[src/rtl/mmh_pkg.sv]
// mmh_pkg: shared types and constants for the min-max heap.
// No dependencies.
package mmh_pkg;
  localparam int CAPACITY  = 1024;
  localparam int KEY_WIDTH = 32;
  localparam int AW        = $clog2(CAPACITY + 1);   // slot index width (1-based)
  localparam int CW        = 11;                     // entry_count width

  typedef enum logic [1:0] {
    REQ_INSERT  = 2'd0,
    REQ_POP_MIN = 2'd1,
    REQ_POP_MAX = 2'd2,
    REQ_NONE    = 2'd3
  } req_t;

  typedef struct packed {
    logic [1:0]         req_type;
    logic signed [31:0] value;
  } mmh_in_t;

  typedef struct packed {
    logic signed [31:0] popped_value;
    logic               was_empty;
    logic               overflow;
    logic [CW-1:0]      entry_count;
    logic signed [31:0] current_min;
    logic signed [31:0] current_max;
  } mmh_out_t;

  // datapath operations issued by the controller
  typedef enum logic [2:0] {
    OP_IDLE,
    OP_RD,     // read slot addr
    OP_WR,     // write wr_data into slot addr
    OP_NONE
  } op_t;

  typedef struct packed {
    op_t           op;
    logic [AW-1:0] addr;
  } mem_cmd_t;
endpackage

[src/rtl/mmh_ctrl.sv]
// mmh_ctrl: sequencer for insert / pop sift operations, holds the count; keys are stored in mmh_datapath.
// Depends on mmh_pkg; drives mmh_datapath through mem_cmd_t.
module mmh_ctrl (
  input  logic              clk,
  input  logic              rst,
  input  logic              start,
  input  mmh_pkg::mmh_in_t  req,
  output logic              busy,
  output logic              done,
  output mmh_pkg::mmh_out_t result,
  output mmh_pkg::mem_cmd_t cmd,
  output logic [mmh_pkg::KEY_WIDTH-1:0] wr_data,
  input  logic [mmh_pkg::KEY_WIDTH-1:0] rd_data
);
  import mmh_pkg::*;
  localparam int KW = KEY_WIDTH;
  localparam int EW = (KEY_WIDTH < 32) ? KEY_WIDTH : 32;

  typedef enum logic [4:0] {
    S_IDLE, S_INS, S_UP_P, S_UP_PW, S_UP_CMP, S_UP_GP, S_UP_GPW, S_UP_GCMP,
    S_POP, S_POP_LW, S_DN_RD, S_DN_RW, S_DN_CMP, S_DN_FIX, S_DN_FW,
    S_HD1, S_HD2, S_HD3, S_HD3W, S_DONE
  } state_t;

  state_t state;
  logic [CW-1:0]  cnt;
  logic [AW-1:0]  cur, best, wa;
  logic [2:0]     k;
  logic           mn;          // current level is a min level
  logic [1:0]     rq;
  logic signed [KW-1:0] key, bk, popped, h1, h2;
  logic           ovf, emp;
  logic           rdv;

  function automatic logic min_lvl(input logic [AW-1:0] i);
    int l;
    l = 0;
    for (int b = 0; b < AW; b++) if (i[b]) l = b;
    return (l[0] == 1'b0);
  endfunction

  function automatic logic ahead(input logic signed [KW-1:0] a, b, input logic m);
    return m ? (a < b) : (a > b);
  endfunction

  function automatic logic [AW-1:0] cand(input logic [AW-1:0] i, input logic [2:0] n);
    logic [AW+1:0] v;
    v = (n < 3'd2) ? {1'b0, i, 1'b0} + (AW+2)'(n) : {i, 2'b00} + (AW+2)'(n - 3'd2);
    return (v > (AW+2)'(cnt)) ? '0 : v[AW-1:0];
  endfunction

  logic signed [KW-1:0] rdk;
  assign rdk = rd_data;
  assign busy = (state != S_IDLE);

  always_ff @(posedge clk) begin
    if (rst) begin
      state <= S_IDLE; cnt <= '0; done <= 1'b0; cmd <= '{OP_IDLE, '0};
    end else begin
      done <= 1'b0;
      cmd  <= '{OP_IDLE, cur};
      unique case (state)
        S_IDLE: if (start) begin
          rq <= req.req_type; ovf <= 1'b0; emp <= 1'b0; popped <= '0;
          key <= KW'($signed(req.value[EW-1:0]));
          unique case (req.req_type)
            REQ_INSERT: if (cnt >= CW'(CAPACITY)) begin ovf <= 1'b1; state <= S_HD1; end
                        else begin cnt <= cnt + 1'b1; cur <= AW'(cnt + 1'b1); state <= S_INS; end
            REQ_POP_MIN, REQ_POP_MAX: if (cnt == '0) begin
              emp <= 1'b1; popped <= '1; state <= S_HD1;
            end else begin
              cmd <= '{OP_RD, AW'(cnt)}; state <= S_POP;
            end
            default: state <= S_HD1;
          endcase
        end
        // insert: compare with parent
        S_INS: begin
          if (cur == AW'(1)) begin cmd <= '{OP_WR, cur}; wr_data <= key; state <= S_HD1; end
          else begin cmd <= '{OP_RD, cur >> 1}; state <= S_UP_PW; end
        end
        S_UP_PW: state <= S_UP_CMP;
        S_UP_CMP: begin
          if (min_lvl(cur) ? (key > rdk) : (key < rdk)) begin
            cmd <= '{OP_WR, cur}; wr_data <= rdk; cur <= cur >> 1;
            mn <= ~min_lvl(cur);
          end else mn <= min_lvl(cur);
          state <= S_UP_GP;
        end
        S_UP_GP: begin
          if ((cur >> 2) == '0) begin cmd <= '{OP_WR, cur}; wr_data <= key; state <= S_HD1; end
          else begin cmd <= '{OP_RD, cur >> 2}; state <= S_UP_GPW; end
        end
        S_UP_GPW: state <= S_UP_GCMP;
        S_UP_GCMP: begin
          if (ahead(key, rdk, mn)) begin
            cmd <= '{OP_WR, cur}; wr_data <= rdk; cur <= cur >> 2; state <= S_UP_GP;
          end else begin cmd <= '{OP_WR, cur}; wr_data <= key; state <= S_HD1; end
        end
        // pop: last key read issued; fetch root or slot 2/3 candidates
        S_POP: begin
          k <= 3'd0; rdv <= 1'b0; state <= S_POP_LW;
          cmd <= '{OP_RD, AW'(1)};
        end
        S_POP_LW: begin
          // rdk holds last key this cycle; gather root / slots 2,3
          if (!rdv) begin
            key <= rdk; rdv <= 1'b1; cmd <= '{OP_RD, AW'(2)};
          end else if (k == 3'd0) begin
            h1 <= rdk; k <= 3'd1; cmd <= '{OP_RD, AW'(3)};
          end else if (k == 3'd1) begin
            h2 <= rdk; k <= 3'd2;
          end else begin
            cnt <= cnt - 1'b1;
            if (rq == REQ_POP_MIN) begin
              popped <= h1; cur <= AW'(1);
              if (cnt == CW'(1)) state <= S_HD1; else state <= S_DN_RD;
            end else if (cnt == CW'(1)) begin popped <= h1; state <= S_HD1; end
            else if (cnt == CW'(2)) begin popped <= h2; state <= S_HD1; end
            else begin
              popped <= (rdk > h2) ? rdk : h2;
              cur <= (rdk > h2) ? AW'(3) : AW'(2);
              if (((rdk > h2) ? CW'(3) : CW'(2)) > cnt - 1'b1) state <= S_HD1;
              else state <= S_DN_RD;
            end
          end
        end
        // sift down: scan six candidates, key held in register (hole at cur)
        S_DN_RD: begin
          mn <= min_lvl(cur); best <= cur; bk <= key; k <= 3'd0;
          cmd <= '{OP_RD, cand(cur, 3'd0)}; state <= S_DN_RW;
        end
        S_DN_RW: begin
          cmd <= '{OP_RD, cand(cur, 3'd1)}; k <= 3'd1; state <= S_DN_CMP;
        end
        S_DN_CMP: begin
          if (cand(cur, k - 3'd1) != '0 && ahead(rdk, bk, mn)) begin
            bk <= rdk; best <= cand(cur, k - 3'd1);
          end
          if (k == 3'd6) begin
            state <= S_DN_FIX;
          end else begin
            cmd <= '{OP_RD, (k == 3'd5) ? '0 : cand(cur, k + 3'd1)};
            k <= k + 3'd1;
          end
        end
        S_DN_FIX: begin
          if (best == cur) begin
            cmd <= '{OP_WR, cur}; wr_data <= key; state <= S_HD1;
          end else begin
            cmd <= '{OP_WR, cur}; wr_data <= bk;
            if (best < {cur, 2'b00}) begin
              wa <= best; state <= S_DN_FW;      // child: place key, stop
              k <= 3'd7;
            end else begin
              wa <= best; k <= 3'd0; state <= S_DN_FW;
            end
          end
        end
        S_DN_FW: begin
          if (k == 3'd7) begin
            cmd <= '{OP_WR, wa}; wr_data <= key; state <= S_HD1;
          end else if (k == 3'd0) begin
            cmd <= '{OP_RD, wa >> 1}; k <= 3'd1;
          end else if (k == 3'd1) k <= 3'd2;
          else begin
            // rdk = parent of grandchild slot
            if (ahead(rdk, key, mn)) begin
              cmd <= '{OP_WR, wa >> 1}; wr_data <= key; key <= rdk;
            end
            cur <= wa; state <= S_DN_RD;
          end
        end
        // refresh min/max from slots 1..3
        S_HD1: begin cmd <= '{OP_RD, AW'(1)}; state <= S_HD2; end
        S_HD2: begin cmd <= '{OP_RD, AW'(2)}; state <= S_HD3; end
        S_HD3: begin h1 <= rdk; cmd <= '{OP_RD, AW'(3)}; state <= S_HD3W; end
        S_HD3W: begin h2 <= rdk; state <= S_DONE; end
        S_DONE: begin
          result.popped_value <= 32'(popped);
          result.was_empty <= emp;
          result.overflow <= ovf;
          result.entry_count <= cnt;
          result.current_min <= (cnt == '0) ? '1 : 32'(h1);
          result.current_max <= (cnt == '0) ? '1 : (cnt == CW'(1)) ? 32'(h1) :
                                (cnt == CW'(2)) ? 32'(h2) : ((rdk > h2) ? 32'(rdk) : 32'(h2));
          done <= 1'b1; state <= S_IDLE;
        end
        default: state <= S_IDLE;
      endcase
    end
  end
endmodule

[config.mk]
export PLATFORM = sky130hd
export DESIGN_NAME = mmh_ctrl
export DESIGN_NICKNAME = d
export VERILOG_FILES = /design/src/rtl/mmh_pkg.sv /design/src/rtl/mmh_ctrl.sv
export SDC_FILE = /design/constraint.sdc
export NUM_CORES = 1
export LEC_CHECK = 0
export BUFFER_PORTS_ARGS = -buffer_cell sky130_fd_sc_hd__buf_2
export CAP_MARGIN = 20
export CORE_UTILIZATION = 31
export DETAILED_ROUTE_END_ITERATION = 10
export GPL_TIMING_DRIVEN = 0
export PLACE_DENSITY = 0.46
export SETUP_SLACK_MARGIN = 0.2
export SYNTH_ARGS = -nofsm -noshare
export SYNTH_HDL_FRONTEND = slang
export SYNTH_SLANG_ARGS = --single-unit
[constraint.sdc]
create_clock -name clk -period 29.2 [get_ports clk]
set_clock_uncertainty 0.15 [all_clocks]
set_input_delay 8.76 -clock clk [delete_from_list [all_inputs] [get_ports clk]]
set_output_delay 8.76 -clock clk [all_outputs]
set_load 0.02 [all_outputs]
==> results of run 1 <==
## worst reg2reg max path, stage by stage, from the launching register on
cell and delay [ns]:
edfxtp_1 0.53, inv_1 0.25, ha_1 0.40, clkbuf_1 0.26, nand2_1 0.23, clkinv_1 0.43
ha_1 0.52, and3_1 0.20, a221o_1 0.34, o41ai_1 0.51, xnor2_1 0.15, o21ai_0 0.59
ha_1 0.38, o21a_1 0.19, o32ai_1 0.12, a21oi_1 0.08, nor3b_1 0.61, nand2b_1 0.19
o32ai_4 0.62, buf_8 0.28, buf_16 0.19
## how the worst min path moves through the flow
stage	to	slack, ns
after global routing	result[100]	0.27
final	result[100]	0.27
after floorplan	result[100]	0.25
after CTS	result[100]	0.27
after global placement	result[107]	0.25
after detailed placement	result[100]	0.26
## placed cells by master, fill, tap and decap left out, types with 15 or more instances in the layout
master,Yosys,routed
nor3_1,35,33
nand4_1,23,23
nand3_1,35,35
nor4_1,19,16
buf_6,2,16
nor2b_1,19,19
inv_1,139,139
xnor2_1,36,36
o21ai_0,206,206
clkbuf_1,111,121
edfxtp_1,343,343
and3_1,18,18
or3_1,16,16
clkbuf_16,0,45
ha_1,166,166
buf_2,10,234
xor2_1,15,15
a31oi_1,17,17
nand2b_1,43,43
mux2_2,36,36
a21oi_1,179,179
a221o_1,46,46
a22o_1,33,33
a221oi_1,72,72
nand2_1,186,186
a21o_1,43,43
and2_1,30,30
nor2_1,163,163
buf_1,22,22
dfxtp_1,30,30
## sequential cells by signal, indices dropped and copies added (netlist names), 2 cells and up
| register | cells |
|---|---|
| rq | 2 |
| k | 3 |
| state | 5 |
| bk | 32 |
| cnt | 11 |
| popped | 32 |
| cmd | 13 |
| best | 11 |
| h2 | 32 |
| key | 32 |
| result | 109 |
| h1 | 32 |
| wa | 11 |
| wr_data | 32 |
| cur | 11 |
## layer usage
layer | global-route usage | wire length (um) | share of wire
met5 | 0 | 0 | 0
met4 | 0.07776 | 2865 | 0.033
met3 | 0.05008 | 6750 | 0.077
met2 | 0.3444 | 37750 | 0.43
met1 | 0.3250 | 40090 | 0.46
## stage by stage
step / total power [W] / setup slack [ns] / utilization
2_1_floorplan: 0.001225 / 11.59 / -
3_3_place_gp: 0.001518 / 7.055 / 0.3475
3_5_place_dp: 0.001529 / 15.42 / 0.3532
4_1_cts: 0.002082 / 16.03 / 0.3727
5_1_grt: 0.002188 / 15.75 / 0.3727
6_report: 0.002071 / 16.03 / 0.3728
## logic make-up after synthesis
logic type	after synthesis
multiplexers	42
AO/OA/AOI/OAI	710
adder cells (fa/ha/maj)	170
buffers and inverters	289
AND/OR/NAND/NOR	620
flip-flops	373
other	1
XOR/XNOR	51
## area by class of cell
type / instances / area, um2 / area share
Inverter: 143 / 536.8 / 0.01997
Multi-Input combinational cell: 1594 / 10800 / 0.4020
Clock inverter: 28 / 245.2 / 0.009125
Clock buffer: 55 / 1164 / 0.04330
Antenna cell: 1 / 2.502 / 0.00009311
Tap cell: 950 / 1189 / 0.04423
Buffer: 146 / 579.3 / 0.02155
Timing Repair Buffer: 255 / 1456 / 0.05419
Sequential cell: 373 / 10900 / 0.4056
## power by group
| group | switching (W) | internal [W] |
|---|---|---|
| Combinational | 0.000548 | 0.000268 |
| Sequential | 0.0000347 | 0.000676 |
| Clock | 0.000239 | 0.000305 |
==> results.md, run 1 <==
- Result of the run: finished, final reports clean
- Total Nets Final: 2796
- Unrepaired setup endpoints after global routing: no
- Synthesized-area fraction occupied by ao, oa, aoi and oai cells: 0.2055
- First-pass GRT wire length: 127700 um
- Share of layout cells above drive strength 1: 0.1500
- Fin. Hold Viols: 0
- IR drop worst, VDD: 0.03647 mV
- Fin cells: 3545
- Num ports: 226
- Hold-fix buffers at CTS: 0
- DPL Wire Length: 67950 um
- Critical Path Sink Type: flop
- H-tree depth: 2
- Final setup violation count: 0
- Cell with the most instances after synthesis: edfxtp_1
- Pin count of the biggest net entering global routing: 18
- Share of the synthesized area in the top cell type: 0.4528
- Number of flops mapped to enable cells by yosys: 343
- Detailed-route DRC error count: 0
- CP Capture Point: state[2]
- Post-synthesis cell area: 22750 um2
- Required time at the endpoint of the critical path: 29.51 ns
- Pins Over Slew Limit: 0
- Most area-hungry cell type in the Yosys netlist: edfxtp_1
- Setup TNS: 0 ns
- Number of buffers and inverters on the critical path: 3
- Parity-gate share of the synthesized area counting xor and xnor cells: 0.01964
- Portion of netlist area occupied by mux cells: 0.02046
- Post-CTS Setup Bufs: 0
- Top flip-flop cell by instance count after synthesis: edfxtp_1
- Average vias per placed instance: 5.534
- Worst reg2reg path endpoint: bk[23]
- Share of the cycle needed by the critical path after routing: 0.4509
- Die height: 272.9 um
- Arrival time reported for the critical path endpoint: 13.48 ns
- Overall routing resource usage: 0.2298
- Final GP Congestion: 0.9327
- Reg clk slew, reported paths: 0.06 ns
- Total placed cells including tap cells: 3461
- Logic depth of the worst setup path including buffers: 19
- Number of cells on the worst reg-to-reg path: 20
- Finished layout cell area: 26880 um2
- Clock tree root buffer cell: clkbuf_16
- Flops & latches, synth: 373
- Reg-to-Reg Start: k[0]
- Number of nets produced by synthesis: 2494
- TritonCTS buffer count: 45
- Critical Path Start Type: input port
- Cell depth of the worst min-delay path: 0
- Final worst path period need: 13.17 ns
- Highest cell delay on the worst timing path: 0.75 ns
- Most Frequent Cell on Critical Path: nor2_1
- Hold Startpoint: popped[23]
- Type of the worst setup path: input port to flop
- Share of synthesized area occupied by flip-flops and latches: 0.4792
- Antenna violations before repair: 7
- Top area cells in the synthesized netlist: edfxtp_1 (45%), ha_1 (9.1%), o21ai_0 (4.5%)
- Placeable Area: 72100 um2
- Number of nets with antenna violations after detailed routing: 0
- Ordered cell list for the critical path: buf_2, ha_1, and4_1, a31oi_1, o21ai_0, a21oi_1, o21ai_0, o31ai_2, nor2_1, clkbuf_1, inv_1, ha_1, nor2_1, o211ai_1, o41ai_1, a21oi_1, nor2_1, o41ai_1, nand2_1
- Horiz. Die Dim: 272.9 um
- Power per standard cell area: 77.06 nW/um2
- Overall routed net length: 87450 um
- Cell leakage power: 10.27 nW
- Actual transition at the worst max-transition pin: 1.117 ns
- Asr flop ratio synth: 0
- Maximum number of buffers from clock root to sink: 3
- TritonCTS clock tree: yes
- Number of sinks driven by the clock tree: 373
- Total vias in the final route: 19620
- Global route overflow: 0
- Count of standard-cell rows: 98
- Total die area: 74470 um2
- Area Overhead vs Synth: 18.15%
- Iteration count of the initial detailed-routing pass: 8
- Number of distinct library cells after synthesis: 79
- Final-layout worst hold slack: 0.2673 ns
- Total of fill cells in the finished design: 7269
- Number of standard cells after synthesis: 2256
- Worst min-delay path class: flop to flop
- Number of warnings issued by yosys: 0
- Register-to-Register Setup Slack: 21.68 ns
- Start point of the critical path: rd_data[31]
- Post-Synth Simple-Gate Area: 0.1316
- Cell at the slowest stage of the critical path: o31ai_2
- Insertion delay to the later sink of the worst-skew pair: 0.60 ns
- Post-detailed-route wirelength per cell: 24.67 um
- Combinational family with the most area after synthesis: compound AO/OA/AOI/OAI gates
- Count of routing violations after the opening detailed-route iteration: 1550
- Initial Util: 0.3155
- Post-synthesis adder-cell area fraction: 0.09438
- Post-detailed-placement cell area: 25460 um2
- Gate family responsible for the most delay along the worst path: compound AO/OA/AOI/OAI gates
- Mapped Avg Cell Area: 10.08 um2
- Number of port buffers: 223
- Achievable clock frequency: 75.95 MHz
- Via count of the first global-routing pass: 19350
- Critical-path maximum fanout: 10
- Max-Slew Margin vs Limit: 0.2526
- Number of max-capacitance violations reported: 0
- Top cells by instance count after synthesis: edfxtp_1 (343), o21ai_0 (206), nand2_1 (186), a21oi_1 (179), ha_1 (166)
- # resized after CTS: 0
(Power assumes the default switching activity.)
==> run 2: changes to the inputs <==
Clock period 29.2 ns to 12.16 ns, I/O delays scaled along.
==> run 2 against run 1 <==
Effect of this change:
- cell area increased by 0.49%
- critical path type unchanged
- wire length about the same
- register-to-register slack worse by 17 ns
- count of clock-buffer cells in the layout down 2
- total power rose by 140%
- final cell count about the same
- die area unchanged
==> results.md, run 2 (synthesized netlist as in run 1, its figures left out) <==
- Pins Over Slew Limit: 0
- Clock power frac: 0.270
- Post-detailed-placement cell area: 25540 um2
- Final worst path period need: 8.132 ns
- Total die area: 74470 um2
- Number of max-capacitance violations reported: 0
- Highest cell delay on the worst timing path: 0.75 ns
- Area Overhead vs Synth: 18.72%
- Cell leakage power: 10.32 nW
- Final setup violation count: 0
- Total vias in the final route: 19660
- Post-detailed-route wirelength per cell: 24.67 um
- Antenna violations before repair: 5
- Count of standard-cell rows: 98
- Placeable Area: 72100 um2
- Start point of the critical path: rd_data[31]
- Die height: 272.9 um
- Count of routing violations after the opening detailed-route iteration: 1752
- Most Frequent Cell on Critical Path: nor2_1
- Logic pwr share: 0.390
- Area of the multi-input gates: 10810 um2
- GRT met1 Usage: 0.3270
- Actual transition at the worst max-transition pin: 1.083 ns
- Worst setup margin: 4.028 ns
- Register-to-Register Setup Slack: 4.78 ns
- Number of cells on the worst reg-to-reg path: 20
- First-pass GRT wire length: 128100 um
- Insertion delay to the later sink of the worst-skew pair: 0.61 ns
- Final GP Congestion: 0.9417
- Fraction of power spent switching nets: 0.3915
- Ant. Diodes: 0
- Cell depth of the worst min-delay path: 0
- Cell at the slowest stage of the critical path: o31ai_2
- IR drop worst, VDD: 0.1147 mV
- Cell-internal power: 0.003053 W
- Number of port buffers: 223
- Reg clk slew, reported paths: 0.06 ns
- Number of nets with antenna violations after detailed routing: 0
- Iteration count of the initial detailed-routing pass: 6
- Maximum number of buffers from clock root to sink: 3
- NetSw: 0.001964 W
- Post-CTS Setup Bufs: 0
- Result of the run: finished, final reports clean
- Average vias per placed instance: 5.550
- Endpoint of the worst hold-timing path: result[99]
- Unrepaired setup endpoints after global routing: no
- Hold-fix buffers at CTS: 0
- Critical-path maximum fanout: 10
- Share of layout cells above drive strength 1: 0.1489
- Required time at the endpoint of the critical path: 12.52 ns
- Num ports: 226
- Reg with most FFs: result
- Finished layout cell area: 27010 um2
- Most frequent cells in the layout: edfxtp_1 (343), buf_2 (234), o21ai_0 (206)
- Hold Startpoint: popped[22]
- Achievable clock frequency: 123.0 MHz
- Total Nets Final: 2795
- # resized after CTS: 0
- Detailed-route DRC error count: 0
- Type of the worst setup path: input port to flop
- Gate family responsible for the most delay along the worst path: compound AO/OA/AOI/OAI gates
- Overall routed net length: 87360 um
- Global route overflow: 0
- Total placed cells including tap cells: 3459
- Placement-stage worst setup slack: 3.450 ns
- Portion of total power attributed to sequential cells: 0.341
- TritonCTS clock tree: yes
- Max-Slew Margin vs Limit: 0.2781
- Number of buffers and inverters on the critical path: 3
- Pin count of the biggest net entering global routing: 23
- Worst min-delay path class: flop to flop
- Horiz. Die Dim: 272.9 um
- Initial Util: 0.3155
- Arrival time reported for the critical path endpoint: 8.49 ns
- Fraction of met2 tracks used by global routing: 0.3629
- Overall Power: 0.005017 W
- Share of the cycle needed by the critical path after routing: 0.6688
- Reg-to-Reg Start: k[0]
- Critical Path Sink Type: flop
- Total of fill cells in the finished design: 7252
- Overall routing resource usage: 0.2300
- Flip-flop count of the largest register after layout: 109
- TritonCTS buffer count: 46
- Fin cells: 3542
- H-tree depth: 2
- Worst reg2reg path endpoint: bk[17]
- Clock tree root buffer cell: clkbuf_16
- Register Area: 10900 um2
- Most common cell after layout, fill and taps aside: edfxtp_1
- Met3 layer usage reported by global route: 0.03515
- Fin. Hold Viols: 0
- DPL Wire Length: 67480 um
- Via count of the first global-routing pass: 19510
- Grt peak-use layer: met2
- Power per standard cell area: 185.8 nW/um2
- Number of sinks driven by the clock tree: 373
- Ordered cell list for the critical path: buf_2, ha_1, and4_1, a31oi_1, o21ai_0, a21oi_1, o21ai_0, o31ai_2, nor2_1, clkbuf_1, inv_1, ha_1, nor2_1, o211ai_1, o41ai_1, a21oi_1, nor2_1, a2111oi_0, nor3_1
- Critical Path Start Type: input port
## run 2: power groups by stage
stage / clock, W / combinational, W / sequential (W)
4_1_cts: 0.00138 / 0.00195 / 0.00171
6_report: 0.00135 / 0.00195 / 0.00171
2_1_floorplan: 0 / 0.00118 / 0.00176
3_5_place_dp: 0 / 0.00193 / 0.00173
3_3_place_gp: 0 / 0.00189 / 0.00175
5_1_grt: 0.00143 / 0.00215 / 0.00172
## run 2: layer usage
layer	vias up	part of all wire
met5	-	0
met4	0	0.023
met2	700	0.45
li1	9121	-
met1	9706	0.46
met3	131	0.065
## run 2: worst register-to-register path: cells and delay by family (launching register included)
| family | cells | cell delay, ns |
|---|---|---|
| buf+inv | 5 | 1.45 |
| xor+xnor | 1 | 0.15 |
| fa+ha+maj | 3 | 1.24 |
| compound gates | 7 | 2.49 |
| flops | 1 | 0.50 |
| simple gates | 4 | 1.12 |
## run 2: cell type report
cell class,instances,share of cell area
inverters,143,0.01987
plain buffers,146,0.02145
well taps,950,0.04401
multi-input cells,1594,0.4002
clock inverters,30,0.01066
clock buffers,53,0.04360
flip-flops and latches,373,0.4036
repair buffers,253,0.05657
## run 2: worst max-delay path by stage
stage,end,cells after the start
2_1_floorplan,best[0],10
3_3_place_gp,key[11],10
3_5_place_dp,state[0],19
4_1_cts,state[0],19
5_1_grt,state[0],19
6_report,state[0],19
## run 2: stage by stage
| step | hold slack, ns | utilization | setup TNS [ns] |
|---|---|---|---|
| after detailed placement | 0.2554 | 0.3543 | 0 |
| after CTS | 0.2694 | 0.3746 | 0 |
| after global placement | 0.2536 | 0.3475 | -16.08 |
| after global routing | 0.2745 | 0.3746 | 0 |
| after floorplan | 0.2503 | - | 0 |
| final | 0.2668 | 0.3746 | 0 |
